--- src/lbr_pkg.sv ---
package lbr_pkg;

   // Operation codes
   localparam logic [2:0] OP_CLEAR  = 3'd0;
   localparam logic [2:0] OP_APPEND = 3'd1;
   localparam logic [2:0] OP_READ   = 3'd2;
   localparam logic [2:0] OP_PEEK   = 3'd3;
   localparam logic [2:0] OP_UNARY  = 3'd4;
   localparam logic [2:0] OP_SKIP   = 3'd5;
   localparam logic [2:0] OP_ALIGN  = 3'd6;

   // Field limits and fetch window
   localparam int READ_MAX_BITS = 32;
   localparam int PEEK_MAX_BITS = 24;
   localparam int FETCH_BYTES   = 5;
   localparam int FETCH_CW      = 3;

   // Commands from the controller to the datapath
   typedef struct packed {
      logic capture;
      logic clear;
      logic append;
      logic advance;
      logic align;
      logic set_ok;
      logic ok_value;
      logic gather_init;
      logic gather_step;
      logic gather_end;
      logic unary_init;
      logic unary_load;
      logic unary_bit;
      logic unary_end;
      logic publish;
   } ctl_cmd_type;

   // Status from the datapath to the controller
   typedef struct packed {
      logic [2:0] op;
      logic       full;
      logic       read_fits;
      logic       peek_fits;
      logic       skip_fits;
      logic       gather_last;
      logic       at_max;
      logic       empty;
      logic       byte_valid;
      logic       bit_hit;
   } ctl_sts_type;

endpackage

--- src/lbr_ctrl.sv ---
module lbr_ctrl (
   input  logic                 clock,
   input  logic                 reset,
   input  logic                 start,
   output logic                 busy,
   output logic                 rsp_valid,
   input  lbr_pkg::ctl_sts_type sts,
   output lbr_pkg::ctl_cmd_type cmd
);

   typedef enum logic [6:0] {
      ST_IDLE   = 7'b0000001,
      ST_EXEC   = 7'b0000010,
      ST_GATHER = 7'b0000100,
      ST_GFIN   = 7'b0001000,
      ST_UCHK   = 7'b0010000,
      ST_ULOAD  = 7'b0100000,
      ST_DONE   = 7'b1000000
   } state_type;

   state_type state_ff, state_in;
   logic      rsp_valid_ff;

   // Sequence each operation
   always_comb begin
      cmd      = '0;
      state_in = state_ff;
      case (state_ff)
         ST_IDLE: begin
            if (start) begin
               cmd.capture = 1'b1;
               state_in    = ST_EXEC;
            end
         end
         ST_EXEC: begin
            cmd.set_ok = 1'b1;
            state_in   = ST_DONE;
            case (sts.op)
               lbr_pkg::OP_CLEAR: begin
                  cmd.clear    = 1'b1;
                  cmd.ok_value = 1'b1;
               end
               lbr_pkg::OP_APPEND: begin
                  cmd.append   = !sts.full;
                  cmd.ok_value = !sts.full;
               end
               lbr_pkg::OP_READ: begin
                  if (sts.read_fits) begin
                     cmd.gather_init = 1'b1;
                     state_in        = ST_GATHER;
                  end
               end
               lbr_pkg::OP_PEEK: begin
                  if (sts.peek_fits) begin
                     cmd.gather_init = 1'b1;
                     state_in        = ST_GATHER;
                  end
               end
               lbr_pkg::OP_UNARY: begin
                  cmd.unary_init = 1'b1;
                  state_in       = ST_UCHK;
               end
               lbr_pkg::OP_SKIP: begin
                  cmd.advance  = sts.skip_fits;
                  cmd.ok_value = sts.skip_fits;
               end
               lbr_pkg::OP_ALIGN: begin
                  cmd.align    = 1'b1;
                  cmd.ok_value = 1'b1;
               end
               default: begin
                  cmd.ok_value = 1'b0;
               end
            endcase
         end
         ST_GATHER: begin
            cmd.gather_step = 1'b1;
            if (sts.gather_last) begin
               state_in = ST_GFIN;
            end
         end
         ST_GFIN: begin
            cmd.gather_end = 1'b1;
            cmd.advance    = sts.op == lbr_pkg::OP_READ;
            state_in       = ST_DONE;
         end
         ST_UCHK: begin
            if (sts.at_max) begin
               cmd.unary_end = 1'b1;
               cmd.ok_value  = 1'b1;
               state_in      = ST_DONE;
            end else if (sts.empty) begin
               cmd.unary_end = 1'b1;
               cmd.ok_value  = 1'b0;
               state_in      = ST_DONE;
            end else if (!sts.byte_valid) begin
               // The byte under the position is read this cycle
               state_in = ST_ULOAD;
            end else begin
               cmd.unary_bit = 1'b1;
               if (sts.bit_hit) begin
                  cmd.unary_end = 1'b1;
                  cmd.ok_value  = 1'b1;
                  state_in      = ST_DONE;
               end
            end
         end
         ST_ULOAD: begin
            cmd.unary_load = 1'b1;
            state_in       = ST_UCHK;
         end
         ST_DONE: begin
            cmd.publish = 1'b1;
            state_in    = ST_IDLE;
         end
         default: begin
            state_in = ST_IDLE;
         end
      endcase
   end

   always_ff @(posedge clock) begin
      if (reset) begin
         state_ff     <= ST_IDLE;
         rsp_valid_ff <= 1'b0;
      end else begin
         state_ff     <= state_in;
         rsp_valid_ff <= state_ff == ST_DONE;
      end
   end

   assign busy      = state_ff != ST_IDLE;
   assign rsp_valid = rsp_valid_ff;

endmodule

--- config.mk ---
export PLATFORM = sky130hd
export DESIGN_NAME = lbr_ctrl
export DESIGN_NICKNAME = d
export VERILOG_FILES = /design/src/lbr_pkg.sv /design/src/lbr_ctrl.sv
export SDC_FILE = /design/constraint.sdc
export NUM_CORES = 1
export LEC_CHECK = 0
export BUFFER_PORTS_ARGS = -buffer_cell sky130_fd_sc_hd__buf_2
export CAP_MARGIN = 5
export CORE_AREA = 2 2 44 46
export DETAILED_ROUTE_END_ITERATION = 6
export DIE_AREA = 0 0 46 48
export PLACE_DENSITY = 0.69
export SETUP_SLACK_MARGIN = 0.05
export SLEW_MARGIN = 40
export SYNTH_ARGS = -nofsm -noshare
export SYNTH_HDL_FRONTEND = slang
export SYNTH_SLANG_ARGS = --single-unit
--- constraint.sdc ---
create_clock -name clock -period 1.8 [get_ports clock]
set_input_delay 0.18 -clock clock [delete_from_list [all_inputs] [get_ports clock]]
set_output_delay 0.18 -clock clock [all_outputs]
set_load 0.005 [all_outputs]
==> impl_metrics.toml, run 1 <==
[logic_synthesis]
syn_nets = 102
synthFlopType = "dfxtp_1"
syn_avg_cell_area_sq_um = 7.363
yosysUniqueCellTypes = 35
synth_top_area_frac = 0.2500
synth_area_sq_um = 640.6
synth_warnings = 0
ys_seq_area_frac = 0.2500
synth_edf_count = 0
synthCells = 87
synth_area_leaders = "dfxtp_1, nor2_1, nor4b_1"
yosys.area.top_type = "dfxtp_1"
ys_seq_elements = 8
synth-async-reset-ratio = 0

[floorplan]
dieArea_sq_um = 2208
core_area_sq_um = 1689
dieHeight_um = 48
rows = 15
start_util = 0.3793
pin_count = 32
die_w_um = 46

[timing]
maxSlewHeadroom = 0.6023
worst_slew_pin_slew_ns = 0.5883
setup_tns_ns = -0.3832
finalCritPeriodShare = 1.066
setup_violations = 4
worst_slack_ns = -0.1195
holdWs_ns = 0.1437
min_period_ns = 1.920
rsz0062_at_grt = "yes"
clock_skew_ns = 0.001631
clock.fmax_ghz = 0.5210
hold_viol = 0
drv_slew = 0

[critical_path]
crit_path_max_fanout = 5
cp_num_buf_inv = 1
startpoint_type = "register"
critical_path.cell_chain = "or4_4, or3_4, a21oi_2, buf_2"
max_stage_delay_ns = 0.58
crit_family = "simple AND/OR/NAND/NOR gates"
worstSetupPathType = "register to output port"
arrival_ns = 1.74
cp_slowest_cell = "or4_4"
cp.required_ns = 1.62
end_kind = "output port"

[grt]
grt_start_max_net_pins = 11
grt-ovfl-total = 0
grt_pass1_vias = 717
antenna_found_initial = 0
grt_pass1_wl_um = 3056
track_usage = 0.1930

[drt]
first_pass_iters = 4
via_per_inst = 5.632
routed_wl_um = 1938
ant_nets = 0
vias = 811
drt-wirelength-per-cell_um = 13.46
drt_iter0_drc = 10
drcViolationCount = 0

[clock_network]
cts.clk_slew.worst_paths_ns = 0.05
clock_latency_ns = 0.25
ctsHoldBuffers = 0
clock_sinks = 8
cts_max_level = 1
cts_made_buffers = 3
clockBufferDepth = 2
tritoncts = "done"
cts-root-buf = "clkbuf_4"

[cells_and_area]
fin_nets = 144
antennaDiodeCount = 0
drive_gt1_frac = 0.5118
fin_cells = 144
syn2layout_area_growth_pct = 56.25

[power]
p_leak_nw = 0.4899
p_per_area_nw_per_um2 = 565.3
fin_total_pwr_mw = 0.5659
peakVddDrop_v = 0.0003365

[status]
violations = "negative setup slack"
status = "finished with violations"

[placement]
pre_cts_ws_ns = 0.01482
port_buffers = 31
placedCellCount = 137
hpwl_um = 1384
place.gp.congestion = 0.9225

[min_path]
hp-class = "input pin to register"

[job]
max_cap_viol_count = 0
==> placed cells by master (no fill, tap or decap), drive strengths merged <==
cell type / instances
buf: 42
nor2: 10
dfxtp: 8
nor3: 6
nand2: 5
inv: 5
nand2b: 4
o21ai: 4
nor4b: 4
a31oi: 3
clkbuf: 3
a21oi: 3
nor4: 3
or4: 2
or2: 2
a21o: 2
nor3b: 2
xor2: 2
or3: 2
o22ai: 2
nand4b: 1
nor4bb: 1
nand3: 1
and4b: 1
and4: 1
a21boi: 1
and3: 1
o21ba: 1
o31ai: 1
o32a: 1
o211ai: 1
o41ai: 1
nor2b: 1
==> power breakdown <==
group          internal (mW)  total (mW)  switching (mW)
Clock                 0.0763       0.137          0.0608
Sequential             0.186       0.194         0.00802
Combinational          0.110       0.235           0.125
==> sequential cells by signal (all words and copies together) (netlist names) <==
register and cells:
rsp_valid 1, state_ff 7
==> per-stage QoR <==
stage | area (sq um) | utilization
global placement | 848.3 | 0.5022
global route | 1001 | 0.5926
finish | 1001 | 0.5926
detailed placement | 848.3 | 0.5022
CTS | 928.4 | 0.5496
floorplan | 640.6 | -
==> synth_stat cells (2+ instances only) <==
cell	count
nor3b_1	2
clkbuf_1	3
o22ai_1	2
a31oi_1	3
nor3_1	5
a21o_1	2
or2_2	2
nor4_1	3
nand2_1	5
xor2_1	2
nor4b_1	4
buf_2	2
o21ai_0	4
dfxtp_1	8
nor2_1	10
nand2b_1	4
or3_1	2
a21oi_1	3
inv_1	5
==> cells by family after synthesis <==
family | share of synthesized area
XOR/XNOR | 0.02735
AO/OA/AOI/OAI | 0.2070
AND/OR/NAND/NOR | 0.4531
flip-flops | 0.2500
buffers and inverters | 0.06250
==> routing by layer <==
| layer | GRT usage | part of all wire | wire (um) | vias to the layer above |
|---|---|---|---|---|
| met5 | 0 | 0 | 0 | - |
| met4 | 0.08000 | 0.0062 | 12 | 0 |
| met3 | 0.03774 | 0.052 | 100 | 4 |
| met2 | 0.3389 | 0.54 | 1051 | 37 |
| met1 | 0.2292 | 0.40 | 773 | 365 |
| li1 | - | - | - | 405 |
==> final timing paths <==
check              startpoint     endpoint  slack (ns)  cells past startpoint
setup / recovery  state_ff[0]       cmd[1]       -0.12                      4
hold / removal         sts[1]  state_ff[5]        0.14                      2
setup reg to reg  state_ff[0]  state_ff[2]        0.03                      5
hold reg to reg   state_ff[2]  state_ff[5]        0.61                      2
==> timing repair <==
action                     4_1_cts  5_1_grt
pin swaps                        2        0
resized for setup               12       10
setup endpoints to repair       11       15
buffers inserted                 2        2
==> cell type report <==
cell class                      count  area [sq um]
Clock buffer                        3         22.52
Fill cell                         145         688.2
Inverter                            5         18.77
Multi-Input combinational cell     69         525.5
Sequential cell                     8         167.7
Tap cell                           17         21.27
Timing Repair Buffer               42         245.2
No activity file was read; power rests on OpenSTA's default activity.
==> run 2: changes to the inputs <==
CORE_AREA = 2 2 42 44   (was 2 2 44 46)
DIE_AREA = 0 0 44 46   (was 0 0 46 48)
PLACE_DENSITY = 0.72   (was 0.69)
clock period = 1.9 ns   (was 1.8 ns; I/O delays follow)
==> impl_metrics.toml, run 2 (synthesized netlist as in run 1, its figures left out) <==
[timing]
worst_slack_ns = -0.02554
rsz0062_at_grt = "yes"
clock.fmax_ghz = 0.5193
hold_viol = 0
holdWs_ns = 0.1399
setup_violations = 4
drv_slew = 0
finalCritPeriodShare = 1.013
setup_tns_ns = -0.05633
clock_skew_ns = 0.001825
worst_slew_pin_slew_ns = 0.4327
maxSlewHeadroom = 0.7075
min_period_ns = 1.926

[critical_path]
end_kind = "output port"
crit_path_max_fanout = 5
arrival_ns = 1.74
rr_startpoint = "state_ff[5]"
reg2reg_to = "state_ff[2]"
worstSetupPathType = "register to output port"
r2r_slack_ns = 0.12
reg2reg_depth = 5
cp.required_ns = 1.71
startpoint_type = "register"

[power]
peakVddDrop_v = 0.0002671
p_leak_nw = 0.4587
p_per_area_nw_per_um2 = 555.3
fin_total_pwr_mw = 0.5142

[cells_and_area]
syn2layout_area_growth_pct = 44.53
fin_nets = 141
regMostFlops = "state_ff"
final_common_cell = "buf_2"
final_core_util = 0.5736
antennaDiodeCount = 0
largest_reg_flops = 7
drive_gt1_frac = 0.4758
final_cell_mix = "buf_2, nor2_1, buf_4"

[drt]
via_per_inst = 5.560
vias = 784
routed_wl_um = 1770
drcViolationCount = 0
drt_iter0_drc = 7
first_pass_iters = 4
drt-wirelength-per-cell_um = 12.55
ant_nets = 0

[placement]
pre_cts_ws_ns = 0.1236
hpwl_um = 1316
place.gp.congestion = 0.8479
port_buffers = 31

[min_path]
hp-class = "input pin to register"
hold_path_end = "state_ff[5]"
hold_start = "sts[1]"
hold_depth = 2

[grt]
grt_start_max_net_pins = 11
grt_pass1_wl_um = 3015
grt_pass1_vias = 726
antenna_found_initial = 0
track_usage = 0.2002
grt-ovfl-total = 0

[floorplan]
start_util = 0.3969
die_w_um = 44
dieArea_sq_um = 2024
dieHeight_um = 46
rows = 15
pin_count = 32
core_area_sq_um = 1614

[status]
status = "finished with violations"
violations = "negative setup slack"

[clock_network]
cts-root-buf = "clkbuf_4"
tritoncts = "done"
cts_max_level = 1
clockBufferDepth = 2
clock_sinks = 8
cts.clk_slew.worst_paths_ns = 0.06
clock_latency_ns = 0.26
ctsHoldBuffers = 0
cts_made_buffers = 3

[job]
max_cap_viol_count = 0
## run 2: metrics by stage
| step | area [sq um] | std cells |
|---|---|---|
| floorplan | 640.6 | 87 |
| global placement | 833.3 | 135 |
| detailed placement | 833.3 | 135 |
| CTS | 894.6 | 141 |
| global route | 925.9 | 141 |
| finish | 925.9 | 141 |
## run 2: worst max path at each step
stage          slack [ns]     endpoint   startpoint
2_1_floorplan        0.20  state_ff[2]  state_ff[5]
3_5_place_dp         0.12       cmd[1]  state_ff[6]
5_1_grt             -0.07       cmd[6]  state_ff[5]
6_report            -0.03       cmd[8]  state_ff[5]
3_3_place_gp         0.14       cmd[8]  state_ff[5]
4_1_cts             -0.02       cmd[6]  state_ff[5]
## run 2: critical path, stage by stage, from the launching register on
cell,delay [ns]
dfxtp_1,0.31
or4_4,0.57
or3_4,0.36
o22ai_1,0.10
buf_2,0.13
## run 2: area by class of cell
| class | count | area (sq um) |
|---|---|---|
| Tap cell | 17 | 21.27 |
| Inverter | 5 | 18.77 |
| Timing Repair Buffer | 39 | 219.0 |
| Multi-Input combinational cell | 69 | 480.5 |
| Clock buffer | 3 | 22.52 |
| Fill cell | 149 | 688.2 |
| Sequential cell | 8 | 163.9 |
## run 2: power by group
| part | internal (mW) | leakage (nW) | switching [mW] | total, mW |
|---|---|---|---|---|
| sequential | 0.179 | 0.0665 | 0.0127 | 0.192 |
| clock | 0.0727 | 0.0138 | 0.0643 | 0.137 |
| combinational | 0.0893 | 0.378 | 0.0959 | 0.185 |
## run 2: timing repair
action / in CTS / in global routing
pin swaps: 3 / 1
buffers inserted: 3 / 0
endpoints found under the setup margin: 9 / 10
hold endpoints to repair: 0 / 0
gates resized for setup: 4 / 9
## run 2: routing by layer
metal  vias up  global-route usage  share of wire
li1        398                   -              -
met1       358              0.2299           0.43
met2        23              0.3676           0.50
met3         5             0.02381          0.044
met4         0             0.09091          0.023
met5         -                   0              0
==> run 3: changes to the inputs <==
clock period = 2.1 ns   (was 1.9 ns; I/O delays follow)
==> impl_metrics.toml, run 3 (synthesized netlist as in run 1, its figures left out) <==
[timing]
maxSlewHeadroom = 0.6804
clock_skew_ns = 0.005484
worst_slew_pin_slew_ns = 0.4730
rsz0062_at_grt = "yes"
setup_tns_ns = 0
clock.fmax_ghz = 0.4979
finalCritPeriodShare = 0.9564
setup_violations = 0
drv_slew = 0
hold_viol = 0
min_period_ns = 2.008

[placement]
hpwl_um = 1247
place.gp.congestion = 0.8194
port_buffers = 31
placedCellCount = 131
placed_area_sq_um = 803.3

[cells_and_area]
antennaDiodeCount = 0
syn2layout_area_growth_pct = 31.45
regMostFlops = "state_ff"
fillers = 166
fin_area_sq_um = 842.1
largest_reg_flops = 7
drive_gt1_frac = 0.3761
final_cell_mix = "buf_2, nor2_1, dfxtp_1"
final_core_util = 0.5217
fin_nets = 134
final_common_cell = "buf_2"
fin_cells = 134

[clock_network]
clock_latency_ns = 0.25
clock_sinks = 8
cts.clk_slew.worst_paths_ns = 0.06
ctsHoldBuffers = 0
cts_made_buffers = 3
post-cts-setup-buffer-count = 0
tritoncts = "done"
clockBufferDepth = 2
cts_max_level = 1
cts-root-buf = "clkbuf_4"

[power]
p_leak_nw = 0.4232
swShare = 0.3266
power.share.clock = 0.275
combPwrFrac = 0.313
p_int_mw = 0.2950
p_per_area_nw_per_um2 = 520.1
fin_total_pwr_mw = 0.4380
peakVddDrop_v = 0.0003883
p_switching_mw = 0.1430
p_seq_frac = 0.413

[critical_path]
startpoint_type = "register"
end_kind = "output port"
crit_path_max_fanout = 7
arrival_ns = 1.80
cp.required_ns = 1.89
reg2reg_depth = 4
worstSetupPathType = "register to output port"

[drt]
via_per_inst = 5.679
first_pass_iters = 4
drt-wirelength-per-cell_um = 11.75
ant_nets = 0
routed_wl_um = 1575
drt_iter0_drc = 20
vias = 761
drcViolationCount = 0

[min_path]
hp-class = "input pin to register"
hold_depth = 2

[floorplan]
core_area_sq_um = 1614
pin_count = 32
rows = 15
dieArea_sq_um = 2024
die_w_um = 44
start_util = 0.3969
dieHeight_um = 46

[job]
max_cap_viol_count = 0

[grt]
track_usage = 0.1730
grt_start_max_net_pins = 11
grt_pass1_vias = 650
antenna_found_initial = 0
grt-ovfl-total = 0
grt_pass1_wl_um = 2691

[status]
status = "finished, final reports clean"
[run 3: cell type report]
cell class              count  area (sq um)  area share
clock buffers               3         22.52     0.02675
inverters                   5         18.77     0.02229
multi-input cells          69         455.4      0.5409
flip-flops and latches      8         161.4      0.1917
well taps                  17         21.27     0.02526
repair buffers             32         162.7      0.1932
[run 3: worst paths after layout]
kind | from | to | slack, ns
min | sts[1] | state_ff[5] | 0.16
max | state_ff[0] | cmd[6] | 0.09
max reg2reg | state_ff[0] | state_ff[2] | 0.41
min reg2reg | state_ff[0] | state_ff[0] | 0.55
[run 3: worst max-delay path, cell delays in order, from the launching register on]
cell     delay [ns]
dfxtp_2        0.34
or4_4          0.58
or4_4          0.45
inv_1          0.07
buf_2          0.10
[run 3: metal layers]
layer	global-route usage	up-vias	wire [um]
met1	0.2227	346	680
met2	0.3059	32	773
li1	-	383	-
met4	0.01818	0	0
met5	0	-	0
met3	0.03571	0	121
[run 3: power by group through the flow]
stage	sequential (mW)	combinational, mW	clock, mW
2_1_floorplan	0.177	0.0878	0
3_3_place_gp	0.181	0.131	0
3_5_place_dp	0.182	0.132	0
4_1_cts	0.179	0.137	0.124
5_1_grt	0.184	0.159	0.131
6_report	0.181	0.137	0.120
[run 3: what timing repair did]
item,4_1_cts,5_1_grt
resized for setup,2,2
pin swaps,1,2
setup endpoints to repair,3,7
hold endpoints to repair,0,0
[run 3: per-stage QoR]
step / worst slack, ns / hold WS (ns)
after global placement: 0.2696 / 0.4348
after CTS: 0.05880 / 0.1560
after global routing: 0.04476 / 0.1682
after detailed placement: 0.2432 / 0.4318
final: 0.09160 / 0.1618
after floorplan: 0.3932 / 0.2816
